`config.mk`:
```
export PLATFORM = sky130hd
export DESIGN_NAME = text_line_visualizer_flat
export DESIGN_NICKNAME = d
export VERILOG_FILES = /design/src/sv/tlv_pkg.sv /design/src/sv/tlv_chan_if.sv /design/src/sv/tlv_front.sv /design/src/sv/tlv_queue.sv /design/src/sv/tlv_back.sv /design/src/sv/text_line_visualizer.sv /design/src/flat_wrapper.sv
export VERILOG_INCLUDE_DIRS = /design/src /design/src/sv
export SDC_FILE = /design/constraint.sdc
export NUM_CORES = 1
export LEC_CHECK = 0
export ABC_AREA = 1
export ABC_CLOCK_PERIOD_IN_PS = 4430
export BUFFER_PORTS_ARGS = -buffer_cell sky130_fd_sc_hd__buf_2
export CORE_MARGIN = 5
export CORE_UTILIZATION = 63
export CTS_BUF_LIST = sky130_fd_sc_hd__clkbuf_8
export DETAILED_ROUTE_END_ITERATION = 8
export PLACE_DENSITY = 0.91
export SLEW_MARGIN = 20
export SYNTH_ARGS = -nofsm -noshare
export SYNTH_HDL_FRONTEND = slang
export SYNTH_SLANG_ARGS = --single-unit
```
`constraint.sdc`:
```
create_clock -name clk -period 4.43 [get_ports clk]
set_input_delay 0.2215 -clock clk [delete_from_list [all_inputs] [get_ports clk]]
set_output_delay 0.2215 -clock clk [all_outputs]
set_load 0.03 [all_outputs]
```
`src/sv/text_line_visualizer_defines.svh`:
```
// assertion macros used by the text line visualizer back end
// expects clk and rst_n in the scope where a macro is used
`ifndef TEXT_LINE_VISUALIZER_DEFINES_SVH
`define TEXT_LINE_VISUALIZER_DEFINES_SVH

// condition holds at every edge out of reset
`define TLV_ASSERT_ALWAYS(name, cond, msg) \
  name: assert property (@(posedge clk) disable iff (!rst_n) (cond)) else $error(msg);

// consequent holds in the same cycle as the antecedent
`define TLV_ASSERT_IMPLY(name, ante, cons, msg) \
  name: assert property (@(posedge clk) disable iff (!rst_n) (ante) |-> (cons)) else $error(msg);

// consequent holds in the cycle after the antecedent
`define TLV_ASSERT_NEXT(name, ante, cons, msg) \
  name: assert property (@(posedge clk) disable iff (!rst_n) (ante) |=> (cons)) else $error(msg);

`endif

```
`src/sv/tlv_pkg.sv`:
```
// shared types and constants of the text line visualizer
// no dependencies
package tlv_pkg;

  localparam int NUMBER_DIGITS  = 6;
  localparam int MAX_PENDING_CR = 8;
  localparam int CR_W  = $clog2(MAX_PENDING_CR + 1);
  localparam int DIG_W = (NUMBER_DIGITS > 1) ? $clog2(NUMBER_DIGITS) : 1;

  typedef logic [NUMBER_DIGITS-1:0][3:0] digits_t;
  typedef logic [1:0] kind_t;

  // how a shown byte is rendered
  localparam kind_t KIND_PLAIN = 2'd0;
  localparam kind_t KIND_CARET = 2'd1;
  localparam kind_t KIND_TABI  = 2'd2;
  localparam kind_t KIND_META  = 2'd3;

  localparam logic [7:0] CH_TAB    = 8'd9;
  localparam logic [7:0] CH_LF     = 8'd10;
  localparam logic [7:0] CH_CR     = 8'd13;
  localparam logic [7:0] CH_SPACE  = 8'd32;
  localparam logic [7:0] CH_DOLLAR = 8'd36;
  localparam logic [7:0] CH_DASH   = 8'd45;
  localparam logic [7:0] CH_ZERO   = 8'd48;
  localparam logic [7:0] CH_QMARK  = 8'd63;
  localparam logic [7:0] CH_LET_I  = 8'd73;
  localparam logic [7:0] CH_LET_M  = 8'd77;
  localparam logic [7:0] CH_CARET  = 8'd94;
  localparam logic [7:0] CH_DEL    = 8'd127;
  localparam logic [7:0] CH_CTRL_OFS = 8'd64;

  typedef struct packed {
    logic number_all;
    logic number_nonblank;
    logic squeeze_blank;
    logic show_ends;
    logic show_tabs;
    logic show_nonprinting;
  } cfg_t;

  // one classified request, expanded to bytes by the back end
  typedef struct packed {
    logic            num_en;
    digits_t         num;
    logic [CR_W-1:0] crs;
    logic            cr_caret;
    logic            chr_en;
    kind_t           chr_kind;
    logic [7:0]      chr;
    logic            nl_en;
    logic            nl_dollar;
    logic            drop;
  } job_t;

endpackage

```
`src/sv/tlv_chan_if.sv`:
```
// valid/ready channel interfaces of the text line visualizer
// no dependencies
interface tlv_in_if;
  logic       valid;
  logic       ready;
  logic       op;
  logic [7:0] data_byte;

  modport source (output valid, op, data_byte, input ready);
  modport sink (input valid, op, data_byte, output ready);
endinterface

interface tlv_out_if;
  logic       valid;
  logic       ready;
  logic [7:0] out_byte;
  logic       has_byte;
  logic       cr_dropped;
  logic       last;

  modport source (output valid, out_byte, has_byte, cr_dropped, last, input ready);
  modport sink (input valid, out_byte, has_byte, cr_dropped, last, output ready);
endinterface

```
`src/sv/tlv_front.sv`:
```
// front end: accepts input requests, tracks line state and counters,
// classifies each request into a job. uses tlv_pkg and tlv_in_if
module tlv_front (
  input  logic               clk,
  input  logic               rst_n,
  input  tlv_pkg::cfg_t      cfg,
  tlv_in_if.sink             in_chan,
  input  logic               q_full,
  output logic               push,
  output tlv_pkg::job_t      job
);

  tlv_pkg::digits_t line_cnt_r, line_cnt_nxt;
  tlv_pkg::digits_t nb_cnt_r, nb_cnt_nxt;
  logic prev_blank_r, prev_blank_nxt;
  logic at_start_r, at_start_nxt;
  logic [tlv_pkg::CR_W-1:0] pend_r, pend_nxt;

  logic acc, is_cr, is_lf;
  logic do_open, blank, nl_want, chr_want, suppressed;

  // saturating bcd increment
  function automatic tlv_pkg::digits_t bcd_inc(tlv_pkg::digits_t v);
    tlv_pkg::digits_t r;
    logic all9;
    logic carry;
    r = v;
    all9 = 1'b1;
    carry = 1'b1;
    for (int i = 0; i < tlv_pkg::NUMBER_DIGITS; i++) begin
      all9 = all9 & (v[i] == 4'd9);
      if (carry) begin
        if (v[i] == 4'd9) begin
          r[i] = 4'd0;
        end else begin
          r[i] = v[i] + 4'd1;
          carry = 1'b0;
        end
      end
    end
    return all9 ? v : r;
  endfunction

  function automatic tlv_pkg::kind_t classify(logic [7:0] c, tlv_pkg::cfg_t cf);
    tlv_pkg::kind_t k;
    k = tlv_pkg::KIND_PLAIN;
    if (c == tlv_pkg::CH_TAB && cf.show_tabs) begin
      k = tlv_pkg::KIND_TABI;
    end else if (cf.show_nonprinting && c != tlv_pkg::CH_TAB && c != tlv_pkg::CH_LF &&
                 (c < tlv_pkg::CH_SPACE || c == tlv_pkg::CH_DEL)) begin
      k = tlv_pkg::KIND_CARET;
    end else if (cf.show_nonprinting && c[7]) begin
      k = tlv_pkg::KIND_META;
    end
    return k;
  endfunction

  assign in_chan.ready = !q_full;
  assign acc   = in_chan.valid && !q_full;
  assign is_cr = in_chan.data_byte == tlv_pkg::CH_CR;
  assign is_lf = in_chan.data_byte == tlv_pkg::CH_LF;

  always_comb begin
    job            = '0;
    line_cnt_nxt   = line_cnt_r;
    nb_cnt_nxt     = nb_cnt_r;
    prev_blank_nxt = prev_blank_r;
    at_start_nxt   = at_start_r;
    pend_nxt       = pend_r;
    do_open        = 1'b0;
    blank          = 1'b0;
    nl_want        = 1'b0;
    chr_want       = 1'b0;

    if (in_chan.op) begin
      // end of file: held crs form a blank line without newline
      do_open      = at_start_r && (pend_r != '0);
      blank        = 1'b1;
      pend_nxt     = '0;
      at_start_nxt = 1'b1;
    end else if (at_start_r) begin
      if (is_cr) begin
        if (pend_r < tlv_pkg::CR_W'(tlv_pkg::MAX_PENDING_CR)) begin
          pend_nxt = tlv_pkg::CR_W'(pend_r + 1'b1);
        end else begin
          job.drop = 1'b1;
        end
      end else if (is_lf) begin
        do_open      = 1'b1;
        blank        = 1'b1;
        nl_want      = 1'b1;
        pend_nxt     = '0;
        at_start_nxt = 1'b1;
      end else begin
        do_open      = 1'b1;
        chr_want     = 1'b1;
        pend_nxt     = '0;
        at_start_nxt = 1'b0;
      end
    end else if (is_lf) begin
      nl_want      = 1'b1;
      at_start_nxt = 1'b1;
    end else begin
      chr_want = 1'b1;
    end

    suppressed = do_open && cfg.squeeze_blank && blank && prev_blank_r;

    if (do_open) begin
      prev_blank_nxt = cfg.squeeze_blank && blank;
      if (!suppressed) begin
        if (cfg.number_nonblank && !blank) begin
          nb_cnt_nxt = bcd_inc(nb_cnt_r);
        end
        if (cfg.number_all) begin
          line_cnt_nxt = bcd_inc(line_cnt_r);
        end
        job.num_en = cfg.number_all || (cfg.number_nonblank && !blank);
        job.crs    = pend_r;
      end
    end

    job.num       = cfg.number_all ? line_cnt_nxt : nb_cnt_nxt;
    job.cr_caret  = cfg.show_nonprinting;
    job.chr_en    = chr_want;
    job.chr       = in_chan.data_byte;
    job.chr_kind  = classify(in_chan.data_byte, cfg);
    job.nl_en     = nl_want && !suppressed;
    job.nl_dollar = cfg.show_ends;

    push = acc && (job.num_en || (job.crs != '0) || job.chr_en || job.nl_en || job.drop);
  end

  always_ff @(posedge clk) begin
    if (!rst_n) begin
      line_cnt_r   <= '0;
      nb_cnt_r     <= '0;
      prev_blank_r <= 1'b0;
      at_start_r   <= 1'b1;
      pend_r       <= '0;
    end else if (acc) begin
      line_cnt_r   <= line_cnt_nxt;
      nb_cnt_r     <= nb_cnt_nxt;
      prev_blank_r <= prev_blank_nxt;
      at_start_r   <= at_start_nxt;
      pend_r       <= pend_nxt;
    end
  end

endmodule

```
`src/sv/tlv_queue.sv`:
```
// short job queue between front and back end
// uses tlv_pkg
module tlv_queue #(
  parameter int DEPTH = 4
) (
  input  logic          clk,
  input  logic          rst_n,
  input  logic          push,
  input  tlv_pkg::job_t push_job,
  input  logic          pop,
  output tlv_pkg::job_t head,
  output logic          q_valid,
  output logic          q_full
);

  localparam int PTR_W = (DEPTH > 1) ? $clog2(DEPTH) : 1;
  localparam int CNT_W = $clog2(DEPTH + 1);

  tlv_pkg::job_t mem_r [DEPTH];
  logic [PTR_W-1:0] wr_ptr_r, rd_ptr_r;
  logic [CNT_W-1:0] count_r;

  assign head    = mem_r[rd_ptr_r];
  assign q_valid = count_r != '0;
  assign q_full  = count_r == CNT_W'(DEPTH);

  always_ff @(posedge clk) begin
    if (push) begin
      mem_r[wr_ptr_r] <= push_job;
    end
  end

  always_ff @(posedge clk) begin
    if (!rst_n) begin
      wr_ptr_r <= '0;
      rd_ptr_r <= '0;
      count_r  <= '0;
    end else begin
      if (push) begin
        wr_ptr_r <= (wr_ptr_r == PTR_W'(DEPTH - 1)) ? '0 : PTR_W'(wr_ptr_r + 1'b1);
      end
      if (pop) begin
        rd_ptr_r <= (rd_ptr_r == PTR_W'(DEPTH - 1)) ? '0 : PTR_W'(rd_ptr_r + 1'b1);
      end
      if (push && !pop) begin
        count_r <= CNT_W'(count_r + 1'b1);
      end else if (pop && !push) begin
        count_r <= CNT_W'(count_r - 1'b1);
      end
    end
  end

endmodule

```
`src/sv/tlv_back.sv`:
```
// back end: expands the queue head job into the output register, one result
// per cycle unless stalled. uses tlv_pkg, tlv_out_if and the assertion macros
`include "text_line_visualizer_defines.svh"

module tlv_back (
  input  logic          clk,
  input  logic          rst_n,
  input  tlv_pkg::job_t head,
  input  logic          q_valid,
  output logic          pop,
  tlv_out_if.source     out_chan
);

  localparam logic [2:0] PH_START = 3'd0;
  localparam logic [2:0] PH_NUM   = 3'd1;
  localparam logic [2:0] PH_CR    = 3'd2;
  localparam logic [2:0] PH_CHR   = 3'd3;
  localparam logic [2:0] PH_NL    = 3'd4;
  localparam logic [2:0] PH_DROP  = 3'd5;

  logic [2:0] phase_r, phase_nxt;
  logic [1:0] sub_r, sub_nxt;
  logic [tlv_pkg::DIG_W-1:0] dig_r, dig_nxt;
  logic tab_r, tab_nxt;
  logic started_r, started_nxt;
  logic [tlv_pkg::CR_W-1:0] cr_cnt_r, cr_cnt_nxt;

  logic       out_valid_r;
  logic [7:0] out_byte_r;
  logic       out_has_r, out_drop_r, out_last_r;

  logic [2:0] ph, after_num, after_cr, after_chr, first_ph, next_ph;
  logic       step, done, final_b, has_b, drop_b;
  logic [7:0] byte_b;
  logic [tlv_pkg::DIG_W-1:0] idx;
  logic [3:0] dval;
  logic       st;
  tlv_pkg::kind_t cr_kind;

  function automatic logic [7:0] render(tlv_pkg::kind_t k, logic [7:0] c, logic [1:0] s);
    logic [7:0] b;
    b = c;
    case (k)
      tlv_pkg::KIND_CARET: begin
        if (s == 2'd0) b = tlv_pkg::CH_CARET;
        else b = (c == tlv_pkg::CH_DEL) ? tlv_pkg::CH_QMARK : 8'(c + tlv_pkg::CH_CTRL_OFS);
      end
      tlv_pkg::KIND_TABI: b = (s == 2'd0) ? tlv_pkg::CH_CARET : tlv_pkg::CH_LET_I;
      tlv_pkg::KIND_META: begin
        if (s == 2'd0) b = tlv_pkg::CH_LET_M;
        else if (s == 2'd1) b = tlv_pkg::CH_DASH;
        else b = 8'(c - tlv_pkg::CH_CTRL_OFS);
      end
      default: b = c;
    endcase
    return b;
  endfunction

  function automatic logic [1:0] last_sub(tlv_pkg::kind_t k);
    logic [1:0] s;
    case (k)
      tlv_pkg::KIND_CARET, tlv_pkg::KIND_TABI: s = 2'd1;
      tlv_pkg::KIND_META: s = 2'd2;
      default: s = 2'd0;
    endcase
    return s;
  endfunction

  assign after_chr = head.nl_en ? PH_NL : PH_START;
  assign after_cr  = head.chr_en ? PH_CHR : after_chr;
  assign after_num = (head.crs != '0) ? PH_CR : after_cr;
  assign first_ph  = head.drop ? PH_DROP : (head.num_en ? PH_NUM : after_num);
  assign ph        = (phase_r == PH_START) ? first_ph : phase_r;
  assign cr_kind   = head.cr_caret ? tlv_pkg::KIND_CARET : tlv_pkg::KIND_PLAIN;
  assign step      = q_valid && (!out_valid_r || out_chan.ready);
  assign idx       = tlv_pkg::DIG_W'(tlv_pkg::NUMBER_DIGITS - 1) - dig_r;
  assign dval      = head.num[idx];

  always_comb begin
    sub_nxt     = sub_r;
    dig_nxt     = dig_r;
    tab_nxt     = tab_r;
    started_nxt = started_r;
    cr_cnt_nxt  = cr_cnt_r;
    done        = 1'b0;
    has_b       = 1'b1;
    drop_b      = 1'b0;
    byte_b      = '0;
    next_ph     = PH_START;
    st          = started_r | (dval != 4'd0) | (idx == '0);

    unique case (ph)
      PH_NUM: begin
        if (!tab_r) begin
          // leading zeros print as spaces, the lowest digit always prints
          byte_b      = st ? 8'(tlv_pkg::CH_ZERO + {4'b0, dval}) : tlv_pkg::CH_SPACE;
          started_nxt = st;
          if (idx == '0) tab_nxt = 1'b1;
          else dig_nxt = tlv_pkg::DIG_W'(dig_r + 1'b1);
        end else begin
          byte_b = tlv_pkg::CH_TAB;
          done   = 1'b1;
        end
        next_ph = after_num;
      end
      PH_CR: begin
        byte_b = render(cr_kind, tlv_pkg::CH_CR, sub_r);
        if (sub_r == last_sub(cr_kind)) begin
          sub_nxt    = 2'd0;
          cr_cnt_nxt = tlv_pkg::CR_W'(cr_cnt_r + 1'b1);
          done       = cr_cnt_nxt == head.crs;
        end else begin
          sub_nxt = 2'(sub_r + 1'b1);
        end
        next_ph = after_cr;
      end
      PH_CHR: begin
        byte_b = render(head.chr_kind, head.chr, sub_r);
        if (sub_r == last_sub(head.chr_kind)) begin
          sub_nxt = 2'd0;
          done    = 1'b1;
        end else begin
          sub_nxt = 2'(sub_r + 1'b1);
        end
        next_ph = after_chr;
      end
      PH_NL: begin
        if (head.nl_dollar && sub_r == 2'd0) begin
          byte_b  = tlv_pkg::CH_DOLLAR;
          sub_nxt = 2'd1;
        end else begin
          byte_b  = tlv_pkg::CH_LF;
          sub_nxt = 2'd0;
          done    = 1'b1;
        end
      end
      PH_DROP: begin
        has_b  = 1'b0;
        drop_b = 1'b1;
        done   = 1'b1;
      end
      default: begin
        done = 1'b1;
      end
    endcase

    final_b   = done && (next_ph == PH_START);
    phase_nxt = done ? next_ph : ph;
    if (final_b) begin
      sub_nxt     = 2'd0;
      dig_nxt     = '0;
      tab_nxt     = 1'b0;
      started_nxt = 1'b0;
      cr_cnt_nxt  = '0;
    end
  end

  assign pop = step && final_b;

  always_ff @(posedge clk) begin
    if (!rst_n) begin
      phase_r     <= PH_START;
      sub_r       <= '0;
      dig_r       <= '0;
      tab_r       <= 1'b0;
      started_r   <= 1'b0;
      cr_cnt_r    <= '0;
      out_valid_r <= 1'b0;
    end else if (step) begin
      phase_r     <= phase_nxt;
      sub_r       <= sub_nxt;
      dig_r       <= dig_nxt;
      tab_r       <= tab_nxt;
      started_r   <= started_nxt;
      cr_cnt_r    <= cr_cnt_nxt;
      out_valid_r <= 1'b1;
    end else if (out_chan.ready) begin
      out_valid_r <= 1'b0;
    end
  end

  always_ff @(posedge clk) begin
    if (step) begin
      out_byte_r <= byte_b;
      out_has_r  <= has_b;
      out_drop_r <= drop_b;
      out_last_r <= final_b;
    end
  end

  assign out_chan.valid      = out_valid_r;
  assign out_chan.out_byte   = out_byte_r;
  assign out_chan.has_byte   = out_has_r;
  assign out_chan.cr_dropped = out_drop_r;
  assign out_chan.last       = out_last_r;

  `TLV_ASSERT_IMPLY(a_empty_is_drop, out_valid_r && !out_has_r, out_drop_r && out_last_r, "empty result without drop flag")
  `TLV_ASSERT_IMPLY(a_busy_has_job, phase_r != PH_START, q_valid, "job in progress but queue empty")
  `TLV_ASSERT_NEXT(a_pop_marks_last, pop, out_valid_r && out_last_r, "job retired without last flag")
  `TLV_ASSERT_IMPLY(a_cr_bound, q_valid, head.crs <= tlv_pkg::CR_W'(tlv_pkg::MAX_PENDING_CR), "too many held crs")

endmodule

```
`src/sv/text_line_visualizer.sv`:
```
// Text line visualizer, top level.
// Input channel in_chan carries op (0 data byte, 1 end of file) and data_byte.
// Output channel out_chan carries one formatted byte per result (out_byte,
// has_byte), the cr_dropped flag and last on the final result of an input.
// An input may release zero to 26 results; one with no result is simply absorbed.
// Registers are written over the APB port at byte address 4*index.
// Throughput: the front takes one input per cycle while the job queue has room;
// the back end sends one result per cycle while the receiver takes them.
// With the queue empty, the first result of an input passes from the job queue
// through the output register before it can be taken.
// The job queue holds QUEUE_DEPTH classified inputs; when the receiver stalls
// the output register holds, the queue fills and in_chan.ready drops.
// Reset clears the registers, both line counters and the held cr count, and
// empties the queue.
// depends on tlv_pkg, tlv_chan_if, tlv_front, tlv_queue, tlv_back
module text_line_visualizer #(
  parameter int QUEUE_DEPTH = 4
) (
  input  logic        clk,
  input  logic        rst_n,
  tlv_in_if.sink      in_chan,
  tlv_out_if.source   out_chan,
  input  logic        psel,
  input  logic        penable,
  input  logic        pwrite,
  input  logic [4:0]  paddr,
  input  logic [31:0] pwdata,
  output logic [31:0] prdata,
  output logic        pready
);

  localparam logic [2:0] REG_NUMBER_ALL      = 3'd0;
  localparam logic [2:0] REG_NUMBER_NONBLANK = 3'd1;
  localparam logic [2:0] REG_SQUEEZE_BLANK   = 3'd2;
  localparam logic [2:0] REG_SHOW_ENDS       = 3'd3;
  localparam logic [2:0] REG_SHOW_TABS       = 3'd4;
  localparam logic [2:0] REG_SHOW_NONPRINT   = 3'd5;

  tlv_pkg::cfg_t cfg_r;
  tlv_pkg::job_t push_job, head;
  logic push, pop, q_valid, q_full, wr_en, rd_bit;
  logic [2:0] reg_idx;

  assign pready  = 1'b1;
  assign reg_idx = paddr[4:2];
  assign wr_en   = psel && penable && pwrite;

  always_ff @(posedge clk) begin
    if (!rst_n) begin
      cfg_r <= '0;
    end else if (wr_en) begin
      unique case (reg_idx)
        REG_NUMBER_ALL:      cfg_r.number_all       <= pwdata[0];
        REG_NUMBER_NONBLANK: cfg_r.number_nonblank  <= pwdata[0];
        REG_SQUEEZE_BLANK:   cfg_r.squeeze_blank    <= pwdata[0];
        REG_SHOW_ENDS:       cfg_r.show_ends        <= pwdata[0];
        REG_SHOW_TABS:       cfg_r.show_tabs        <= pwdata[0];
        REG_SHOW_NONPRINT:   cfg_r.show_nonprinting <= pwdata[0];
        default: ;
      endcase
    end
  end

  always_comb begin
    unique case (reg_idx)
      REG_NUMBER_ALL:      rd_bit = cfg_r.number_all;
      REG_NUMBER_NONBLANK: rd_bit = cfg_r.number_nonblank;
      REG_SQUEEZE_BLANK:   rd_bit = cfg_r.squeeze_blank;
      REG_SHOW_ENDS:       rd_bit = cfg_r.show_ends;
      REG_SHOW_TABS:       rd_bit = cfg_r.show_tabs;
      REG_SHOW_NONPRINT:   rd_bit = cfg_r.show_nonprinting;
      default:             rd_bit = 1'b0;
    endcase
  end

  assign prdata = {31'b0, rd_bit};

  tlv_front u_front (
    .clk      (clk),
    .rst_n    (rst_n),
    .cfg      (cfg_r),
    .in_chan  (in_chan),
    .q_full   (q_full),
    .push     (push),
    .job      (push_job)
  );

  tlv_queue #(
    .DEPTH (QUEUE_DEPTH)
  ) u_queue (
    .clk      (clk),
    .rst_n    (rst_n),
    .push     (push),
    .push_job (push_job),
    .pop      (pop),
    .head     (head),
    .q_valid  (q_valid),
    .q_full   (q_full)
  );

  tlv_back u_back (
    .clk      (clk),
    .rst_n    (rst_n),
    .head     (head),
    .q_valid  (q_valid),
    .pop      (pop),
    .out_chan (out_chan)
  );

endmodule

```
`src/flat_wrapper.sv`:
```
// flat-port wrapper written by rule: the top's interface ports become plain ports
module text_line_visualizer_flat 
#(
  parameter int QUEUE_DEPTH = 4
)
  (clk, rst_n, psel, penable, pwrite, paddr, pwdata, prdata, pready, in_chan_valid, in_chan_op, in_chan_data_byte, in_chan_ready, out_chan_valid, out_chan_out_byte, out_chan_has_byte, out_chan_cr_dropped, out_chan_last, out_chan_ready);
  tlv_in_if in_chan_i ();
  tlv_out_if out_chan_i ();
  input  logic clk;
  input  logic rst_n;
  input  logic psel;
  input  logic penable;
  input  logic pwrite;
  input  logic [4:0] paddr;
  input  logic [31:0] pwdata;
  output logic [31:0] prdata;
  output logic pready;
  input wire logic [$bits(in_chan_i.valid)-1:0] in_chan_valid;
  input wire logic [$bits(in_chan_i.op)-1:0] in_chan_op;
  input wire logic [$bits(in_chan_i.data_byte)-1:0] in_chan_data_byte;
  output wire logic [$bits(in_chan_i.ready)-1:0] in_chan_ready;
  output wire logic [$bits(out_chan_i.valid)-1:0] out_chan_valid;
  output wire logic [$bits(out_chan_i.out_byte)-1:0] out_chan_out_byte;
  output wire logic [$bits(out_chan_i.has_byte)-1:0] out_chan_has_byte;
  output wire logic [$bits(out_chan_i.cr_dropped)-1:0] out_chan_cr_dropped;
  output wire logic [$bits(out_chan_i.last)-1:0] out_chan_last;
  input wire logic [$bits(out_chan_i.ready)-1:0] out_chan_ready;
  assign in_chan_i.valid = in_chan_valid;
  assign in_chan_i.op = in_chan_op;
  assign in_chan_i.data_byte = in_chan_data_byte;
  assign in_chan_ready = in_chan_i.ready;
  assign out_chan_valid = out_chan_i.valid;
  assign out_chan_out_byte = out_chan_i.out_byte;
  assign out_chan_has_byte = out_chan_i.has_byte;
  assign out_chan_cr_dropped = out_chan_i.cr_dropped;
  assign out_chan_last = out_chan_i.last;
  assign out_chan_i.ready = out_chan_ready;
  text_line_visualizer #(.QUEUE_DEPTH(QUEUE_DEPTH)) u_core (.clk(clk), .rst_n(rst_n), .in_chan(in_chan_i), .out_chan(out_chan_i), .psel(psel), .penable(penable), .pwrite(pwrite), .paddr(paddr), .pwdata(pwdata), .prdata(prdata), .pready(pready));
endmodule
```
**Word level (Yosys, flattened, before mapping)**

Memories as Yosys holds them, arrays and structs flattened. A register that Yosys moved wholly into a read port is not among the register bits.
Index checks and enable logic that the tools add are counted.

- Flip-flop bits (word level): 93
- RAM bits: 176
- Output and inout port bits: 46
- Memories: 1

- $add $sub $neg: 24
- Magnitude comparators: 3
- Equal/unequal tests: 45
- Multiplexer cells: 176
- Bitwise gates (word level): 12
- Reduce and logical (&&, ||, !) cells: 67

Memory list:

| memory | depth | bits a word | rd ports | clocked after memory_dff | write ports | RTL line | source |
|---|---|---|---|---|---|---|---|
| u_core.u_queue.mem_r | 4 | 44 | 1 | 1 | 1 | tlv_queue.sv:19 | `tlv_pkg::job_t mem_r [DEPTH];` |

Operators with widths:

| kind | count |
|---|---|
| $mux 24 | 9 |
| $mux 4 | 32 |
| $mux 1 | 89 |
| $add 4x1->4 const B | 14 |
| $eq 4x4->1 const B | 12 |
| $mux 8 | 6 |
| $pmux 8 s3 | 2 |
| $mux 3 | 13 |
| $pmux 8 s4 | 1 |
| $eq 8x4->1 const B | 3 |
| $mux 2 | 12 |
| $logic_and 1x1->1 | 22 |
| $reduce_bool 4->1 | 5 |
| $reduce_and 2->1 | 9 |
| $eq 8x7->1 const B | 2 |
| $ne 8x4->1 const B | 2 |
| $eq 3x3->1 const B | 5 |
| $mux 7 | 2 |
| $bmux 4 s3 | 1 |
| $eq 3x2->1 const B | 4 |
| $logic_not 3->1 | 4 |
| $reduce_bool 2->1 | 6 |
| $and 1x1->1 | 10 |
| $mux 5 | 2 |
| other kinds (34) | 60 |

**Logic depth before layout (Yosys ltp)**

- Depth after elaboration: 32
- Gate-level depth with buffers: 27
- Gate-level depth less buffers: 24

**Hierarchy**

From an unflattened synthesis, not the netlist that was laid out.

- Cells, all modules: 1,832
- Area, all modules: 15,193.3 um^2

By module, submodules not included:

| module | instances | cells an instance | area each (um^2) | sequential area each (um^2) |
|---|---|---|---|---|
| tlv_queue | 1 | 485 | 7,068.0 | 5,465.2 |
| tlv_front | 1 | 929 | 5,312.6 | 1,081.0 |
| tlv_back | 1 | 324 | 2,215.9 | 630.6 |
| text_line_visualizer | 1 | 94 | 596.8 | 120.1 |

**Least setup slack after synthesis**

No wires, ideal clock.

- Kind: register to register
- From: reg u_core.u_front.pend_r[0] in the netlist's numbering
- To: mem u_core.u_queue.mem_r[0][0] in the netlist's numbering, enable pin
- Setup time: 0.446 ns
- Arrival: 3.623 ns
- Required time: 3.984 ns
- Slack: 0.361 ns
- Cell stages (with the launch flop): 12
- Path buffers: 0
- Clock period less this slack: 4.069 ns
- Cell sequence: dfxtp_1 inv_1 ha_1 a311oi_4 nand2_2 nor2_2 nor2_1 inv_1 nor2_1 nand2_1 nand2_1 nor2_1

RTL lines:

| item | RTL line | source |
|---|---|---|
| from (decl) | tlv_front.sv:17 | `logic [tlv_pkg::CR_W-1:0] pend_r, pend_nxt;` |
| from (signal assigned) | tlv_front.sv:146 | `pend_r <= pend_nxt;` |
| to (decl) | tlv_queue.sv:19 |  |

==> flow_summary.yaml <==
sta:
  rsz0062_at_grt: "no"
  fin_ws_ns: 0.488
  slew_viol_final: 0
  fin_hold_ws_ns: 0.0766
  max_freq_mhz: 254
  tightest_slew_ns: 1.01
  timing.setup.tns_ns: 0
  slew_headroom: 0.325
  finalHoldViolations: 0
  finalCritPeriodShare: 0.890
  setup_viol: 0
  skew_ns: 0.0338
  fin_crit_ns: 3.94
clock_tree:
  cts.sinks: 271
  post-cts-setup-buffers: 0
  cts-root-buf: "clkbuf_8"
  postCtsHoldBufs: 10
  cts_resized: 0
  htree_levels: 2
  cts_buffers: 44
  cts_tree: "done"
  clkLatencyLatePin_ns: 0.57
  path_clk_slew_ns: 0.06
  cts_buffer_depth: 3
synthesis:
  yosys-top-cells-area: "edfxtp_1 (40%), dfxtp_1 (12%), nand2_1 (7.4%)"
  ys_seq_area_frac: 0.518
  yosysWarnings: 0
  synth_area_leader_cell: "edfxtp_1"
  synth_edf_count: 187
  synth_area_um2: 14100
  synthFlopType: "edfxtp_1"
  avgSynthCellArea_um2: 8.71
  ys_async_sr_fraction: 0
  ys_ff_latch: 271
  syn_inst: 1617
  ys_types: 58
  synth_top_area_frac: 0.399
floorplan:
  start_util: 0.643
  die_area_um2: 25400
  die_w_um: 160
  coreArea_um2: 21900
  row_count: 54
  ios: 99
  die_h_um: 160
drt:
  drt_first_pass_iters: 6
  viasPerCell: 5.94
  drt_wl_total_um: 34100
  drtIter0Drc: 1317
  drt.antenna.violating_nets: 0
  drc: 0
  wl_per_cell_um: 17.3
  vias: 11721
grt:
  grt_overflow: 0
  grt_pass1_vias: 11184
  grt_max_degree: 65
  track_usage: 0.255
  grt_pass1_wl_um: 54200
  antenna_found_initial: 0
finish:
  area_growth_pct: 8.66
  final_common_cell: "nand2_1"
  utilization: 0.699
  fin_nets: 1730
  diodes: 0
  nFillCells: 1529
  design_area_um2: 15300
  final_cell_mix: "nand2_1 (277), inv_1 (205), edfxtp_1 (187), o21ai_0 (183), nor2_1 (151)"
  drive_gt1_frac: 0.112
pwr:
  switching_share: 0.385
  p_comb_frac: 0.342
  p_clk_frac: 0.256
  cellPowerDensity_nw_per_um2: 535
  p_switching_w: 0.00316
  p_leak_nw: 6.26
  ir_worst_vdd_uv: 333
  p_int_w: 0.00503
  pwr-share-seq: 0.402
critical_path:
  critPathKind: "in -> reg"
  endpoint: "u_core.u_queue.count_r[1]"
  arrival_ns: 4.39
  end_kind: "flip-flop"
  cp_max_fo: 7
  cp.required_ns: 4.88
  reg2reg_depth: 17
  crit_start: "in_chan_data_byte[5]"
  rr_endpoint: "u_core.u_queue.count_r[1]"
  rrSetupSlack_ns: 0.59
  start_kind: "primary input"
flow_run:
  drv_cap: 0
outcome:
  outcome: "finished clean"
placed_design:
  io_buffers: 33
  preCtsSetupSlack_ns: 0.631
  dp_hpwl_um: 21900
  placed_area_um2: 14300
  place_congestion: 0.907
hold_path:
  min_path_type: "in -> reg"
cell families (layout without fill, tap and decap cells):
logic type / count (synthesis) / after routing / share of synthesized area
AOI/OAI and AO/OA: 379 / 379 / 0.155
xor gates and xnor gates: 21 / 21 / 0.0131
adders and majority gates: 19 / 19 / 0.0174
buffers and inverters: 297 / 344 / 0.0925
DFF: 271 / 271 / 0.518
muxes: 2 / 2 / 0.00142
other: 2 / 32 / 0.000533
and+or+nand+nor: 626 / 626 / 0.202
metal layers:
metal	part of all wire	track usage	vias to the layer above	routed length (um)
li1	-	-	5562	-
met1	0.39	0.318	5469	13100
met2	0.49	0.437	595	16800
met3	0.096	0.0606	95	3270
met4	0.026	0.0849	0	886
met5	0	0	-	0
worst min-delay path by stage:
| stage | from | end | slack [ns] | cells past startpoint |
|---|---|---|---|---|
| 4_1_cts | paddr[4] | u_core.cfg_r[5] | 0.06 | 4 |
| 3_3_place_gp | u_core.u_front.prev_blank_r | u_core.u_front.prev_blank_r | 0.47 | 2 |
| 2_1_floorplan | in_chan_data_byte[7] | u_core.u_queue.mem_r[0][10] | 0.32 | 0 |
| 6_report | paddr[4] | u_core.cfg_r[5] | 0.08 | 4 |
| 3_5_place_dp | u_core.u_front.prev_blank_r | u_core.u_front.prev_blank_r | 0.47 | 2 |
| 5_1_grt | paddr[3] | u_core.cfg_r[2] | 0.10 | 3 |
area by class of cell:
| cell class | count | area (um2) | share of cell area |
|---|---|---|---|
| clock buffers | 51 | 702 | 0.0459 |
| inverters | 201 | 759 | 0.0496 |
| multi-input cells | 1079 | 5640 | 0.368 |
| well taps | 280 | 350 | 0.0229 |
| flip-flops and latches | 271 | 7300 | 0.477 |
| clock inverters | 31 | 158 | 0.0103 |
| repair buffers | 61 | 400 | 0.0262 |
registers in the layout, indices dropped and copies added, names as in the netlist, 3 cells and up, named ones only:
signal / count
u_core.u_queue.count_r: 3
u_core.u_front.pend_r: 4
u_core.u_back.out_chan.out_byte: 8
u_core.u_back.phase_r: 3
u_core.u_front.line_cnt_r: 24
u_core.u_queue.mem_r: 176
u_core.u_back.dig_r: 3
u_core.u_back.cr_cnt_r: 4
u_core.u_front.nb_cnt_r: 24
u_core.cfg_r: 6
cells in the mapped netlist (3+ instances only):
cell and number:
xor2_1 16, buf_6 6, inv_2 12, nand2_1 278, buf_4 34, a32o_1 5, a21oi_1 89, clkbuf_1 42
ha_1 18, a32oi_1 5, dfxtp_1 84, nor2_1 155, inv_1 186, nor3_1 14, buf_1 6, o31ai_1 7
nand3_1 89, o211ai_1 17, nor2_4 9, o21ai_2 3, o21ai_0 183, o21ai_1 14, nand4_1 18, buf_2 8
nor2_2 6, o221ai_1 11, nand2_2 21, xnor2_1 5, edfxtp_1 187, nand3_2 9, nor4_1 11, nand2_4 3
a31oi_1 10, o22ai_1 20
critical path: stages:
cell and delay (ns):
dlygate4sd3_1 0.54, buf_2 0.17, nor2_1 0.12, nand2_1 0.09, nor4_2 0.53, nand2_1 0.13, nand2_1 0.10, inv_1 0.05
nor2_1 0.17, nand2_1 0.11, nand2_2 0.15, nor2_2 0.10, nor2_1 0.16, inv_1 0.12, nor2_1 0.12, nand2_1 0.09
nand2_1 0.32, inv_1 0.17, ha_1 0.21, inv_1 0.10, fa_1 0.41, o21ai_0 0.16, a21oi_1 0.05
stage by stage:
step                      total power [W]  cells
after global routing              0.00863   1974
final                             0.00819   1974
after detailed placement          0.00606   1882
after CTS                         0.00816   1974
after global placement            0.00591   1882
after floorplan                   0.00544   1647
power by group through the flow:
stage          Clock (W)  Combinational [W]  Sequential, W
6_report         0.00209            0.00280        0.00329
5_1_grt          0.00223            0.00308        0.00332
4_1_cts          0.00211            0.00276        0.00328
3_5_place_dp           0            0.00273        0.00333
3_3_place_gp           0            0.00260        0.00331
2_1_floorplan          0            0.00206        0.00337
(Power assumes the default switching activity.)
